$ cat src/salc_ram.sv
// Generic single-port-write, single-port-read RAM with registered read data.
// No dependencies.
`timescale 1ns / 1ps
`default_nettype none

module salc_ram #(
   parameter int WIDTH = 8,
   parameter int DEPTH = 16
) (
   input  wire logic                                          clock,
   input  wire logic                                          wr_en,
   input  wire logic [((DEPTH > 1) ? $clog2(DEPTH) : 1)-1:0]  wr_addr,
   input  wire logic [WIDTH-1:0]                              wr_data,
   input  wire logic [((DEPTH > 1) ? $clog2(DEPTH) : 1)-1:0]  rd_addr,
   output      logic [WIDTH-1:0]                              rd_data
);

   logic [WIDTH-1:0] mem [DEPTH];
   logic [WIDTH-1:0] rd_data_ff;

   always_ff @(posedge clock) begin
      if (wr_en) begin
         mem[wr_addr] <= wr_data;
      end
      rd_data_ff <= mem[rd_addr];
   end

   assign rd_data = rd_data_ff;

endmodule

`default_nettype wire

$ cat config.mk
export PLATFORM = sky130hd
export DESIGN_NAME = salc_ram
export DESIGN_NICKNAME = d
export VERILOG_FILES = /design/src/salc_ram.sv
export SDC_FILE = /design/constraint.sdc
export NUM_CORES = 1
export LEC_CHECK = 0
export ABC_AREA = 1
export BUFFER_PORTS_ARGS = -buffer_cell sky130_fd_sc_hd__buf_4
export CAP_MARGIN = 20
export CORE_ASPECT_RATIO = 1.1
export CORE_MARGIN = 10
export CORE_UTILIZATION = 55
export CTS_CLUSTER_DIAMETER = 120
export CTS_CLUSTER_SIZE = 20
export DETAILED_ROUTE_END_ITERATION = 8
export GPL_ROUTABILITY_DRIVEN = 0
export PLACE_DENSITY = 0.75
export SLEW_MARGIN = 20
export SYNTH_ARGS = -nofsm -noshare
export SYNTH_HDL_FRONTEND = slang
export SYNTH_SLANG_ARGS = --single-unit
$ cat constraint.sdc
create_clock -name clock -period 1.4 [get_ports clock]
set_input_delay 0.35 -clock clock [delete_from_list [all_inputs] [get_ports clock]]
set_output_delay 0.35 -clock clock [all_outputs]
set_load 0.1 [all_outputs]
# After elaboration in Yosys (flattened, before gate mapping)
# Memory sizes are Yosys's and may differ from the RTL's. A register that Yosys moved wholly into a read port is not among the register bits.
# Index checks and enable logic that the tools add are counted.
# word_totals
reg_bits	0
memories	1
ramBits	128
latch_bits	0
input_bits	18
out_inout_bits	8
elab_cells	3
rom_bits	0
# op_classes
mux	2
n_shift	0
bitwise	0
n_addsub	0
n_mul	0
n_div	0
magnitude_cmp	0
n_eq_ne	0
reduce_logical	0
# memory_table
name	words	width	rd	rd_clocked_by_memory_dff	wr	line	rtl
mem	16	8	1	1	1	18	logic [WIDTH-1:0] mem [DEPTH];
# ops
op	n
1-bit 2-to-1 mux	2

# Logic depth before layout (Yosys ltp)
# depth
depth_word	2
depth_mapped	8
depth_no_buf	7

# Worst setup path after synthesis
# No wires, ideal clock.
# synth_timing
path_type	input port to flip-flop
startpoint	in wr_addr[3] (netlist name)
endpoint	mem mem[4][0] (enable)
stages	2
setup_time_ps	370
path_slack_ps	99
n_path_buf	0
t_arrival_ps	931
t_required_ps	1030
path_cell_list	nand3b_1 -> nor2_1
# synth_lines
item	line	rtl
start, declared	12	input wire logic [((DEPTH > 1) ? $clog2(DEPTH) : 1)-1:0] wr_addr,
end, declared	18	
# Straight into the memory's write port.

# Worst setup path in the final report
# layout_timing
startpoint	reg rd_data_ff[5] (netlist: rd_data[5]), read port of mem
endpoint	out rd_data[5]
# layout_lines
item	line	rtl
start, declared	19	logic [WIDTH-1:0] rd_data_ff;
end, declared	15	output logic [WIDTH-1:0] rd_data
# No word-level cell between the ends.

==> flow_summary.yaml <==
outcome:
  status: "finished clean"
logic_synthesis:
  synth_area_leaders: "edfxtp_1, nand2_1, nand3_1, inv_1, dfxtp_1"
  synth_cell_types: 12
  synth_fp_nets: 569
  synth_top_family_by_area: "simple AND/OR/NAND/NOR gates"
  yosys-mux-area-fraction: 0
  synth_xor_xnor_area_share: 0
  synth.top_cell.area_share: 0.667
  synthAdderAreaFrac: 0
  yosys.area_share.simple: 0.210
  yosysSeqAreaShare: 0.694
  syn-instance-count: 551
  netlist_area_mm2: 0.00577
  syn_area_per_cell_um2: 10.5
  yosys_register_bits: 136
  synth-compound-area-share: 0
  yosys_warnings: 0
  synth_top_cell_by_area: "edfxtp_1"
worst_setup_path:
  cp-start-kind: "flop"
  critPathTopFamily: "flip-flops"
  critPathBufInv: 1
  r2r_slack_ps: 330
  slowest_stage: "dfxtp_1"
  worstSetupEndpoint: "rd_data[5]"
  crit_fanout: 1
  worst_setup_path_end_kind: "output port"
  r2r-end: "rd_data[7]"
  reg2regPathDepth: 6
  required_ps: 1050
  max_stage_delay_ps: 320
  timing.rr.start: "mem[4][7]"
  arrival_ps: 1040
  setup.worst_path.class: "flop to output port"
  path_cells: "buf_4"
  cp.depth: 1
  worstSetupStartpoint: "rd_data[5]"
clock_network:
  clock_path_buffers: 2
  cts_hold_buf: 0
  cts_sinks: 136
  cts-buffers-inserted: 17
  h-tree-depth: 4
  clock_latency_ps: 430
  clock_tree.root_cell: "clkbuf_16"
  cts_tree: "done"
  clk_pin_slew_ps: 50
power:
  powerDensity_mw_per_mm2: 1440
  power.leakage_nw: 3.00
  irDropWorstVdd_mv: 0.826
layout:
  num_antenna_cells: 0
  layoutNonFillerInstCount: 755
  multiInputGateArea_mm2: 0.00121
  syn2layout_area_growth_pct: 19.2
  fillCellCount: 742
  post-route-cell-area_mm2: 0.00687
  drive_above_1_share: 0.129
  seq_area_mm2: 0.00400
  fin_util: 0.668
  fin_nets: 617
timing:
  hold_viol: 0
  fmax_ghz: 0.720
  fin_crit_sh: 0.992
  fin_hold_ws_ps: 239
  period_needed_ps: 1390
  rsz0062_at_grt: "no"
  fin_skew_ps: 16.8
  tightest_slew_ps: 268
  setup_violations: 0
  slew_headroom: 0.821
  slew_viol_final: 0
routing:
  drc: 0
  drt_iter0_drc: 385
  wl_per_cell_um: 18.0
  ant_nets: 0
  viasPerCell: 5.25
  vias: 3966
  first_pass_iters: 5
  routed_wl_mm: 13.6
grt:
  grt_pass1_vias: 3846
  grt-ovfl-total: 0
  grt_pass1_wl_mm: 21.0
  grt_use_total: 0.184
  antenna_found_initial: 0
  grt_max_degree: 48
placement:
  numPlacedInstances: 723
  dpl_cell_area_mm2: 0.00626
  place_hpwl_mm: 8.43
  port_buffers: 25
die:
  fp.dieH_um: 127
  floorplan.initialDensity: 0.560
  ioPinCount: 26
  rows: 39
  die_area_mm2: 0.0150
  fp.dieW_um: 118
  core_area_mm2: 0.0103
flow_run:
  drv_cap: 0
min_path:
  hold_class: "input port to flop"
  whs_path_depth: 3
how the worst min path moves through the flow:
stage / from / endpoint
after floorplan: wr_data[0] / mem[0][0]
after global placement: mem[3][6] / rd_data[6]
after detailed placement: rd_addr[3] / rd_data[7]
after CTS: rd_addr[3] / rd_data[0]
after global routing: rd_addr[3] / rd_data[0]
final: rd_addr[3] / rd_data[2]
logic make-up after synthesis:
family        after synthesis
flops                     136
buf+inv                   126
simple gates              289
timing repair:
item,in CTS,in global routing
cloned,0,0
resized for setup,2,2
setup buffers,0,0
endpoints found under the setup margin,2,2
hold endpoints to repair,0,0
sequential cells by signal, indices dropped and copies added (netlist names):
register / count
rd_data: 8
mem: 128
metal layers:
metal  up-vias  track usage  share of wire
met5         -            0              0
met4         0       0.0859          0.018
met3        19       0.0432          0.076
met2       196        0.306           0.51
met1      1885        0.224           0.40
li1       1866            -              -
cells in the final DEF (no fill, tap or decap):
cell type and instances:
nand2_1 173, edfxtp_1 128, inv_1 100, nand3_1 97, buf_4 42, nor2_1 17
clkbuf_16 17, dfxtp_1 8, buf_12 7, clkinv_1 5, bufinv_16 4, buf_6 4
clkbuf_1 3, inv_2 2, nand3b_1 2, clkinv_2 2, clkinvlp_4 1
cell usage after synthesis, drive strengths merged:
cell type	instances
nand2	173
edfxtp	128
inv	102
nand3	97
buf	24
nor2	17
dfxtp	8
nand3b	2
power by group:
| group | switching [mW] | leakage (nW) | internal (mW) | total (mW) |
|---|---|---|---|---|
| registers | 0.0319 | 1.22 | 4.55 | 4.59 |
| clock network | 1.56 | 0.285 | 2.94 | 4.49 |
| logic | 0.596 | 1.49 | 0.237 | 0.834 |
layout make-up:
| type | count | share of cell area |
|---|---|---|
| inverters | 102 | 0.0557 |
| flip-flops and latches | 136 | 0.583 |
| clock buffers | 20 | 0.0635 |
| multi-input cells | 289 | 0.177 |
| well taps | 143 | 0.0260 |
| repair buffers | 53 | 0.0728 |
| clock inverters | 12 | 0.0228 |
stage by stage:
stage	power, mW	setup TNS, ps	worst slack [ps]
after floorplan	5.17	0	99.2
after global placement	5.46	-22.0	-22.0
after detailed placement	5.48	-63.5	-31.7
after CTS	9.93	0	0.519
after global routing	10.2	0	1.63
final	9.91	0	11.3
(Power assumes the default switching activity.)
