==> config.mk <==
export PLATFORM = sky130hd
export DESIGN_NAME = salc_lookup
export DESIGN_NICKNAME = d
export VERILOG_FILES = /design/src/salc_pkg.sv /design/src/salc_lookup.sv
export SDC_FILE = /design/constraint.sdc
export NUM_CORES = 1
export LEC_CHECK = 0
export BUFFER_PORTS_ARGS = -buffer_cell sky130_fd_sc_hd__buf_4
export CORE_AREA = 4 4 239 241
export DETAILED_ROUTE_END_ITERATION = 8
export DIE_AREA = 0 0 243 245
export PLACE_DENSITY = 0.52
export SLEW_MARGIN = 25
export SYNTH_ARGS = -nofsm -noshare
export SYNTH_HDL_FRONTEND = slang
export SYNTH_SLANG_ARGS = --single-unit
==> constraint.sdc <==
create_clock -name vclk -period 17.7
set_input_delay 2.655 -clock vclk [all_inputs]
set_output_delay 2.655 -clock vclk [all_outputs]
set_load 0.05 [all_outputs]
==> src/salc_pkg.sv <==
// Shared types and constants of the set-associative LRU tag directory.
// No dependencies; used by salc_lookup, the top level and the testbench.
`timescale 1ns / 1ps
`default_nettype none

package salc_pkg;

   localparam int WAYS         = 8;
   localparam int MAX_SET_BITS = 6;
   localparam int ADDR_WIDTH   = 32;

   localparam int SETS   = 1 << MAX_SET_BITS;
   localparam int SET_W  = (MAX_SET_BITS > 0) ? MAX_SET_BITS : 1;
   localparam int WAY_W  = (WAYS > 1) ? $clog2(WAYS) : 1;
   localparam int RANK_W = WAY_W;
   localparam int NWAY_W = $clog2(WAYS + 1);
   localparam int SB_W   = 4;
   localparam int SHIFT_W = 6;

   localparam logic [RANK_W-1:0] MAX_RANK = RANK_W'(WAYS - 1);

   localparam logic [1:0] OUT_HIT   = 2'd0;
   localparam logic [1:0] OUT_FILL  = 2'd1;
   localparam logic [1:0] OUT_EVICT = 2'd2;

   localparam logic [1:0] CSR_SET_BITS    = 2'd0;
   localparam logic [1:0] CSR_OFFSET_BITS = 2'd1;
   localparam logic [1:0] CSR_WAYS        = 2'd2;

   typedef struct packed {
      logic                  valid;
      logic [ADDR_WIDTH-1:0] tag;
      logic [RANK_W-1:0]     rank;
   } line_type;

   typedef line_type [WAYS-1:0] row_type;

   localparam int ROW_W = $bits(row_type);

   typedef struct packed {
      logic       hit;
      logic       evict;
      logic [1:0] outcome;
   } look_type;

endpackage

`default_nettype wire

==> src/salc_lookup.sv <==
// Tag compare, victim choice and LRU rank update for one set row.
// Depends on salc_pkg.
`timescale 1ns / 1ps
`default_nettype none

module salc_lookup
   import salc_pkg::*;
(
   input  wire row_type                 row_in,
   input  wire logic [ADDR_WIDTH-1:0]   tag_in,
   input  wire logic [NWAY_W-1:0]       nways_in,
   output      row_type                 row_out,
   output      look_type                look
);

   logic [WAYS-1:0]   in_use;
   logic [WAYS-1:0]   hit_vec;
   logic [WAYS-1:0]   free_vec;
   logic              hit;
   logic              free;
   logic [WAY_W-1:0]  hit_way;
   logic [WAY_W-1:0]  free_way;
   logic [WAY_W-1:0]  victim;
   logic [RANK_W-1:0] old_max;
   logic [WAY_W-1:0]  sel_way;
   logic [RANK_W:0]   old_rank;

   always_comb begin
      hit      = 1'b0;
      free     = 1'b0;
      hit_way  = '0;
      free_way = '0;
      for (int i = 0; i < WAYS; i++) begin
         in_use[i]   = (NWAY_W'(i) < nways_in);
         hit_vec[i]  = in_use[i] && row_in[i].valid && (row_in[i].tag == tag_in);
         free_vec[i] = in_use[i] && !row_in[i].valid;
      end
      for (int i = WAYS - 1; i >= 0; i--) begin
         if (hit_vec[i]) begin
            hit     = 1'b1;
            hit_way = WAY_W'(i);
         end
         if (free_vec[i]) begin
            free     = 1'b1;
            free_way = WAY_W'(i);
         end
      end

      // oldest line, lowest way wins a tie
      victim  = '0;
      old_max = row_in[0].rank;
      for (int i = 1; i < WAYS; i++) begin
         if (in_use[i] && (row_in[i].rank > old_max)) begin
            victim  = WAY_W'(i);
            old_max = row_in[i].rank;
         end
      end

      if (hit) begin
         sel_way  = hit_way;
         old_rank = {1'b0, row_in[hit_way].rank};
         look     = '{hit: 1'b1, evict: 1'b0, outcome: OUT_HIT};
      end else if (free) begin
         sel_way  = free_way;
         old_rank = (RANK_W + 1)'(WAYS);
         look     = '{hit: 1'b0, evict: 1'b0, outcome: OUT_FILL};
      end else begin
         sel_way  = victim;
         old_rank = {1'b0, old_max};
         look     = '{hit: 1'b0, evict: 1'b1, outcome: OUT_EVICT};
      end

      row_out = row_in;
      for (int i = 0; i < WAYS; i++) begin
         if (in_use[i] && (WAY_W'(i) != sel_way) && row_in[i].valid &&
             ({1'b0, row_in[i].rank} < old_rank) && (row_in[i].rank != MAX_RANK)) begin
            row_out[i].rank = row_in[i].rank + 1'b1;
         end
      end
      row_out[sel_way].valid = 1'b1;
      row_out[sel_way].tag   = tag_in;
      row_out[sel_way].rank  = '0;
   end

endmodule

`default_nettype wire

After elaboration in Yosys (flattened, before gate mapping)
Index checks and enable logic that the tools add are counted.

Register bits: 0. Input port bits: 324. Output and inout bits: 292. Logic and storage cells: 201.

Add/sub/neg operators: 8. $lt $le $gt $ge: 26. Eq/ne operators: 23. Multiplexer cells: 71. Reduce and logical (&&, ||, !) cells: 73.

Operators by type and width (count): 288-bit bitwise mux (3); 36-bit demux with 3-bit select (3); 32-bit == test (8); 3-bit 2-to-1 mux (42); 36-bit binary-select mux with 3-bit select (1); 1-bit logical AND (64); 36-bit 2-to-1 mux (1); 35-bit 2-to-1 mux (1); 3-bit by 4-bit less-than comparator with 1-bit output (8); 3-bit by 1-bit adder with 3-bit output, second input constant (8); 3-bit != test, second input constant (8); 3-bit > comparator (7); 1-bit 2-to-1 mux (17); 3-bit by 4-bit less-than comparator with 1-bit output, first input constant (4); 4-bit 2-to-1 mux (3); 3-bit != test, first input constant (4); 1-bit logical NOT (8); 1-bit by 4-bit less-than comparator with 1-bit output, first input constant (2); 2-bit by 4-bit less-than comparator with 1-bit output, first input constant (2); 3-bit by 4-bit less-than comparator with 1-bit output, second input constant (2); 2-bit by 3-bit != test with 1-bit output, first input constant (2); 3-bit by 1-bit >= comparator with 1-bit output, second input constant (1); 1-bit by 3-bit != test with 1-bit output, first input constant (1); 3-bit nonzero test (1).

Depth between registers and ports, before layout
Gate-level depths: netlist of run 1.

Word-level depth: 32. Depth in mapped cells: 56. Depth with buffers taken out: 55.

Worst setup path before layout of run 1
Ideal clock, no wire load.

Path kind: input -> output. From: in row_in[1] in the netlist's numbering. To: out row_out[181] in the netlist's numbering. Arrival time: 14064 ps. Required time: 15045 ps. Slack: 981 ps. Cell stages on the path: 55. Buffers on the path: 2. Path through: clkbuf_1 > inv_1 > ha_1 > nand2_1 > o21ai_1 > nand2_1 > o21ai_0 > ha_1 > nor2_1 > nor2_1 > a211oi_1 > o21ai_0 > a21oi_1 > mux2_2 > ha_1 > nor2_1 > or2_2 > o2111ai_1 > [19 not listed] > o21a_1 > o21ai_1 > nor2_1 > a31oi_1 > ha_1 > nand3_1 > nand2_1 > a21oi_1 > nor2b_1 > o2bb2ai_1 > nand2_1 > o311ai_0 > or2_2 > clkbuf_1 > o21ai_0 > maj3_1 > a31oi_1 > mux2i_1.

RTL lines: start: declaration (RTL line salc_lookup.sv:9) `input wire row_type row_in,`; end: declaration (RTL line salc_lookup.sv:12) `output row_type row_out,`.

==> impl_metrics.csv, run 1 <==
group,metric,value,unit
status,outcome,"finished clean",
timing,drv_slew,0,
min_path,min_from,"row_in[143]",
layout,area.growth.synth_to_final,56.4,%
power,p_int,259,uW
yosys,synth_fp_nets,1587,
yosys,synth_fa_ha_area_frac,0.0582,
yosys,synth-compound-area-share,0.0920,
grt,grt_max_degree,40,
grt,antenna_found_initial,12,
setup_path,startpoint,"row_in[2]",
power,power_frac_comb,1.000,
yosys,yosysSeqAreaShare,0,
timing,post-route-min-period,16720,ps
job,drv_cap,0,
timing,worst_pin_slew,830,ps
die,rows,86,
route,vias,12406,
setup_path,cp_slowest_cell,"or3_1",
power,p_sw,464,uW
setup_path,crit_arrival,14070,ps
timing,whs,5690,ps
route,vias_per_cell,5.02,
route,drc_errors,0,
grt,first_global_vias,12751,
power,switching_share,0.642,
layout,clock_buffers,0,
cts,ctsHoldBuffers,0,
die,dieArea,59500,um^2
timing,setup_viol,0,
power,leakage,6.19,nW
power,vdd_drop_max,0.0552,mV
place,gp_congestion,0.909,
layout,seq_cells,0,
min_path,whs_path_depth,3,
timing,hold_viol,0,
setup_path,cp-start-kind,"input port",
setup_path,critPathRequiredTime,15050,ps
route,ant_nets,0,
die,fp.coreArea,54900,um^2
grt,track_usage,0.227,
setup_path,end_kind,"primary output",
yosys,synth_area_per_cell,7.80,um^2
layout,post_route_cells_drive_above_1_share,0.535,
place,portBuffers,616,
route,wl_per_cell,29.4,um
min_path,hp-class,"in2out",
die,start_util,0.174,
power,clockPowerShare,0,
layout,finish.net_count,2124,
setup_path,worst-setup-path-type,"in2out",
yosys,synthMuxAreaShare,0.340,
yosys,yosysWarningCount,0,
timing,achievable-frequency,59.8,MHz
yosys,netlist_instances,1226,
die,die_w,243,um
power,power_frac_seq,0,
layout,fin_util,0.273,
route,drt_pre_antenna_iters,5,
power,pwr_density_cell,48.4,nW/um^2
yosys,yosys.area_share.simple,0.220,
setup_path,crit_path_max_incr_delay,410,ps
timing,slew_headroom,0.444,
timing,final.setup.tns,0,ps
setup_path,worst-path-max-fanout,9,
grt,grt_pass1_wl,98400,um
yosys,synth_cell_types,73,
layout,seqCellArea,0,um^2
timing,rsz0062_at_grt,"no",
place,dp_hpwl,60900,um
setup_path,cpMostUsedCell,"ha_1",
die,ios,616,
yosys,synth_top_family_by_area,"multiplexers",
timing,post-route-period-util,0.945,
grt,overflow,0,
die,die_h,245,um
yosys,syn_area,9560,um^2
route,drt_first_iter_violations,935,
route,routed_wl,72600,um
layout,layout_commonest_cell,"buf_4",
layout,layout_common_cells,"632 x buf_4, 257 x mux2_2, 245 x xnor2_1",
yosys,synth_xor_area_frac,0.235,
## power groups by stage
stage / Clock [mW] / Sequential, mW / Combinational [mW]
after global routing: 0.0000000151 / 0 / 0.755
after floorplan: 0 / 0 / 0.454
after global placement: 0 / 0 / 0.712
after detailed placement: 0 / 0 / 0.714
final: 0.00000000230 / 0 / 0.723
after CTS: 0 / 0 / 0.716
## through the flow
stage	instances	power (mW)	worst slack [ps]	instance area, um^2
4_1_cts	2462	0.716	137	14900
6_report	2471	0.723	978	15000
5_1_grt	2467	0.755	84.5	14900
3_3_place_gp	2462	0.712	527	14900
2_1_floorplan	1226	0.454	981	9560
3_5_place_dp	2462	0.714	154	14900
## area by class of cell
cell class / instances / area [um^2]
Multi-Input combinational cell: 1098 / 9100
Inverter: 25 / 93.8
Timing Repair Buffer: 638 / 4860
Tap cell: 704 / 881
Antenna cell: 6 / 15.0
Fill cell: 6055 / 39900
## cells by family (layout without fill, tap and decap cells)
kind of cell               count (synthesis)  in the layout
adders and majority gates                 46             46
muxes                                    290            290
and+or+nand+nor                          380            380
other                                      0              6
buffers and inverters                    128            663
AOI/OAI and AO/OA                        126            126
xor gates and xnor gates                 256            256
## metal layers
metal | part of all wire | global-route usage | vias to the layer above
met4 | 0.041 | 0.0784 | 12
met2 | 0.49 | 0.399 | 638
met3 | 0.064 | 0.0323 | 117
met5 | 0.0011 | 0 | -
met1 | 0.41 | 0.283 | 6094
li1 | - | - | 5545
## path summary, 6_finish.rpt
path,to
setup / recovery,row_out[216]
hold / removal,row_out[143]
## timing repair
item                       CTS  global route
resized for setup            0            13
buffers inserted             0             3
setup endpoints to repair    0           288
## cell usage after synthesis (4+ instances only)
cell type | number | share of area
a211o_1 | 5 | 0.0046
a211oi_1 | 8 | 0.0063
a21o_1 | 4 | 0.0031
a21oi_1 | 16 | 0.0084
a31o_2 | 4 | 0.0037
a31oi_1 | 9 | 0.0059
and2_1 | 6 | 0.0039
and3_1 | 9 | 0.0059
and4_1 | 4 | 0.0037
buf_2 | 29 | 0.015
clkbuf_1 | 70 | 0.027
ha_1 | 37 | 0.048
inv_1 | 25 | 0.0098
maj3_1 | 6 | 0.0063
mux2_1 | 4 | 0.0047
mux2_2 | 257 | 0.30
mux2_4 | 4 | 0.0063
mux2i_1 | 25 | 0.026
nand2_1 | 87 | 0.034
nand2b_1 | 17 | 0.011
nand3_1 | 20 | 0.010
nand3b_1 | 4 | 0.0031
nand4_1 | 86 | 0.056
nand4b_1 | 8 | 0.0073
nor2_1 | 47 | 0.018
nor2b_1 | 10 | 0.0065
nor3_1 | 20 | 0.010
nor4_1 | 23 | 0.015
nor4b_1 | 11 | 0.010
o211ai_1 | 5 | 0.0039
o21a_1 | 5 | 0.0039
o21ai_0 | 35 | 0.018
o21ai_1 | 4 | 0.0021
o221ai_1 | 4 | 0.0037
or2_2 | 8 | 0.0052
or3_1 | 4 | 0.0026
xnor2_1 | 245 | 0.22
xor2_1 | 11 | 0.010
## worst max-delay path, delay by kind of cell
family          cells  cell delay (ps)
compound gates     23             3880
fa+ha+maj           8             2330
mux                 4             1430
simple gates       19             3100
buf+inv             4              630
(Power assumes the default switching activity.)
==> run 2, diff against run 1 <==
--- a/config.mk
+++ b/config.mk
@@ -7,7 +7,7 @@
 export LEC_CHECK = 0
 export BUFFER_PORTS_ARGS = -buffer_cell sky130_fd_sc_hd__buf_4
-export CORE_AREA = 4 4 239 241
+export CORE_AREA = 2 2 237 239
 export DETAILED_ROUTE_END_ITERATION = 8
-export DIE_AREA = 0 0 243 245
+export DIE_AREA = 0 0 239 241
 export PLACE_DENSITY = 0.52
 export SLEW_MARGIN = 25
==> constraint.sdc (replaced) <==
create_clock -name vclk -period 17.7
set_input_delay 3.54 -clock vclk [all_inputs]
set_output_delay 3.54 -clock vclk [all_outputs]
set_load 0.05 [all_outputs]
==> run 2 against run 1 <==
Net effect:
- first-iteration DRC count shrank 32%
- combinational power increased by 7.9%
- maximum frequency decreased by 2.7%
- via count is 3.0% higher
- final cell count grew 3.0%
- count of clock-buffer cells in the layout unchanged
- design area is 6.5% higher
- hold slack improved by 1800 ps
- sequential cell count unchanged
- critical endpoint unchanged
- largest cell class unchanged
==> impl_metrics.csv, run 2 (synthesized netlist as in run 1, its figures left out) <==
group,metric,value,unit
power,p_sw,482,uW
route,ant_nets,0,
power,switching_share,0.617,
setup_path,worst-path-max-fanout,5,
grt,first_global_vias,12733,
timing,post-route-period-util,0.971,
timing,worst_pin_slew,935,ps
power,power_frac_comb,1.000,
layout,seq_cells,0,
layout,fill_cells,5986,
die,dieArea,57600,um^2
power,pwr_density_cell,49.0,nW/um^2
setup_path,cp-start-kind,"input port",
route,drc_errors,0,
die,fp.coreArea,54900,um^2
layout,layout_commonest_cell,"buf_4",
setup_path,crit_path_max_incr_delay,390,ps
place,gp_congestion,0.916,
grt,grt_pass1_wl,97700,um
route,vias_per_cell,5.02,
power,leakage,6.57,nW
setup_path,startpoint,"row_in[1]",
setup_path,crit_arrival,13640,ps
min_path,min_from,"row_in[216]",
setup_path,cp_slowest_cell,"or3_4",
setup_path,end_kind,"primary output",
power,clockPowerShare,0,
layout,clock_buffers,0,
layout,seqCellArea,0,um^2
layout,finish.net_count,2196,
grt,overflow,0,
timing,drv_slew,0,
route,wl_per_cell,28.9,um
die,rows,86,
setup_path,worst-setup-path-type,"in2out",
timing,final.setup.tns,0,ps
min_path,hp-class,"in2out",
setup_path,cpMostUsedCell,"ha_1",
job,drv_cap,0,
timing,post-route-min-period,17180,ps
layout,post_route_cells_drive_above_1_share,0.576,
route,drt_first_iter_violations,640,
power,vdd_drop_max,0.0401,mV
layout,fin_cells,2546,
route,drt_pre_antenna_iters,6,
die,die_w,239,um
power,power_frac_seq,0,
setup_path,critPathRequiredTime,14160,ps
place,dp_hpwl,62000,um
route,vias,12784,
layout,fin_util,0.290,
layout,area.growth.synth_to_final,66.6,%
timing,setup_viol,0,
min_path,holdPathEnd,"row_out[216]",
grt,grt_max_degree,36,
die,start_util,0.174,
timing,whs,7450,ps
route,routed_wl,73700,um
timing,slew_headroom,0.368,
die,ios,616,
die,die_h,241,um
place,portBuffers,616,
layout,layout_common_cells,"694 x buf_4, 254 x mux2_2, 245 x xnor2_1",
grt,track_usage,0.241,
timing,hold_viol,0,
place,dp_cells,2521,
min_path,whs_path_depth,3,
timing,achievable-frequency,58.2,MHz
status,outcome,"finished clean",
power,p_int,299,uW
grt,antenna_found_initial,20,
run 2: cell count changes in the layout (fill, tap and decap cells not counted), sizes merged:
cell and change:
buf +72, diode +3
run 2: how the worst max path moves through the flow:
stage,endpoint,slack [ps],cells past startpoint
3_3_place_gp,row_out[37],190,56
6_report,row_out[216],520,60
5_1_grt,row_out[216],-110,59
3_5_place_dp,row_out[216],-10,60
2_1_floorplan,row_out[253],-60,55
4_1_cts,row_out[216],8,60
run 2: cell type report:
class,count,area (um^2),area share
multi-input combinational,1098,9440,0.592
inverter,25,93.8,0.00589
antenna,9,22.5,0.00141
timing repair buffer,710,5500,0.345
tap,704,881,0.0553
run 2: critical path: cells and delay by family:
kind / cells / cell delay [ps]
fa+ha+maj: 8 / 2290
mux: 4 / 1180
simple gates: 21 / 2680
buf+inv: 6 / 810
compound gates: 21 / 3110
run 2: metal layers:
metal	track usage	part of all wire
met5	0	0.0017
met4	0.0820	0.045
met3	0.0500	0.077
met2	0.413	0.47
met1	0.298	0.41
run 2: timing repair:
action / 4_1_cts / 5_1_grt
hold buffers: 0 / 0
pin swaps: 2 / 15
gates resized for setup: 6 / 41
setup buffers: 13 / 3
endpoints found under the setup margin: 7 / 288
gates cloned: 0 / 0
run 2: power by group through the flow:
stage	registers (mW)	clock network [mW]	logic [mW]
after floorplan	0	0	0.466
after global placement	0	0	0.752
after detailed placement	0	0	0.754
after CTS	0	0	0.766
after global routing	0	0.00000000756	0.812
final	0	0.0000000112	0.780
run 2: stage by stage:
stage | instance area, um^2 | total power, mW | setup WS [ps]
4_1_cts | 15700 | 0.766 | 8.17
5_1_grt | 15900 | 0.812 | -105
2_1_floorplan | 9780 | 0.466 | -56.7
3_3_place_gp | 15600 | 0.752 | 188
6_report | 15900 | 0.780 | 518
3_5_place_dp | 15600 | 0.754 | -13.5
==> run 3, diff against run 2 <==
- CORE_AREA: 2 2 237 239 -> 2 2 241 243
- DIE_AREA: 0 0 239 241 -> 0 0 243 245
- PLACE_DENSITY: 0.52 -> 0.51
- clock period: 17.7 -> 22.1 ns (I/O delays scaled with it)
==> run 3 against run 2 <==
Net effect:
- count of clock-buffer cells in the layout is the same
- non-clock buffer count shrank 81
- worst setup slack gained 570 ps
- design area shrank 6.5%
- global-route usage shrank 1.3 points
- final cell count shrank 0.98%
==> impl_metrics.csv, run 3 (synthesized netlist as in run 1, its figures left out) <==
group,metric,value,unit
timing,drv_slew,0,
place,dp_hpwl,60300,um
die,die_w,243,um
layout,layout_common_cells,"627 x buf_4, 257 x mux2_2, 245 x xnor2_1",
route,wl_per_cell,28.6,um
layout,seqCellArea,0,um^2
die,rows,88,
place,portBuffers,616,
setup_path,worst-setup-path-type,"in2out",
power,switching_share,0.646,
setup_path,crit_path_max_incr_delay,450,ps
layout,seq_cells,0,
layout,post_route_cells_drive_above_1_share,0.529,
route,drt_first_iter_violations,724,
setup_path,critPathRequiredTime,17680,ps
setup_path,crit_arrival,16600,ps
power,vdd_drop_max,0.0343,mV
grt,grt_pass1_wl,96700,um
grt,grt_max_degree,40,
layout,layout_commonest_cell,"buf_4",
timing,slew_headroom,0.367,
power,p_sw,373,uW
timing,rsz0062_at_grt,"no",
cts,ctsHoldBuffers,0,
timing,final.setup.tns,0,ps
grt,overflow,0,
die,die_h,245,um
setup_path,end_kind,"primary output",
route,ant_nets,0,
setup_path,cp_slowest_cell,"a311o_1",
power,leakage,6.12,nW
timing,whs,9220,ps
min_path,hp-class,"in2out",
layout,fin_area,14900,um^2
power,p_int,205,uW
power,pwr_density_cell,38.8,nW/um^2
grt,track_usage,0.227,
power,power_frac_seq,0,
setup_path,worst-path-max-fanout,10,
job,drv_cap,0,
setup_path,cp-start-kind,"input port",
setup_path,cpMostUsedCell,"ha_1",
timing,hold_viol,0,
status,outcome,"finished clean",
layout,area.growth.synth_to_final,55.7,%
timing,achievable-frequency,47.6,MHz
die,fp.coreArea,57000,um^2
power,power_frac_comb,1.000,
route,vias_per_cell,4.87,
die,dieArea,59500,um^2
place,place_area,14800,um^2
power,clockPowerShare,0,
grt,first_global_vias,12488,
die,ios,616,
layout,clock_buffers,0,
die,start_util,0.168,
route,vias,12274,
place,gp_congestion,0.917,
timing,setup_viol,0,
route,drc_errors,0,
grt,antenna_found_initial,17,
timing,post-route-min-period,21020,ps
timing,worst_pin_slew,950,ps
route,routed_wl,72100,um
route,drt_pre_antenna_iters,5,
layout,finish.net_count,2115,
timing,post-route-period-util,0.951,
run 3: worst max-delay path: cells and delay by family:
family	cells	cell delay, ps
adders and majority gates	9	2630
buffers and inverters	3	420
and+or+nand+nor	20	3620
AOI/OAI and AO/OA	19	3980
muxes	4	1530
run 3: routing by layer:
layer	track usage	vias to the layer above	wire length, um
li1	-	5533	-
met1	0.273	5931	29100
met2	0.400	648	34700
met3	0.0466	136	5210
met4	0.0790	26	2980
met5	0	-	160
run 3: worst paths after layout:
| kind | to | cells past startpoint | start |
|---|---|---|---|
| hold / removal | row_out[179] | 3 | row_in[179] |
| setup / recovery | row_out[37] | 55 | row_in[1] |
run 3: cell type report:
class / instances / area [um^2]
multi-input combinational: 1098 / 9080
antenna: 4 / 10.0
timing repair buffer: 629 / 4750
inverter: 25 / 93.8
tap: 765 / 957
fill: 6370 / 42100
run 3: per-stage QoR:
step | power (mW) | instances | setup WS, ps | utilization
2_1_floorplan | 0.363 | 1226 | 1850 | -
3_3_place_gp | 0.573 | 2517 | 995 | 0.260
3_5_place_dp | 0.573 | 2517 | 825 | 0.260
4_1_cts | 0.575 | 2517 | 780 | 0.260
5_1_grt | 0.602 | 2517 | 113 | 0.261
6_report | 0.578 | 2521 | 1080 | 0.261
run 3: timing repair:
item	4_1_cts	5_1_grt
buffers inserted	0	0
setup endpoints to repair	0	209
gates resized for setup	0	5
run 3: power by group through the flow:
| stage | logic [mW] | registers [mW] | clock network (mW) |
|---|---|---|---|
| after floorplan | 0.363 | 0 | 0 |
| after global placement | 0.573 | 0 | 0 |
| after detailed placement | 0.573 | 0 | 0 |
| after CTS | 0.575 | 0 | 0 |
| after global routing | 0.602 | 0 | 0 |
| final | 0.578 | 0 | 0.0000000183 |
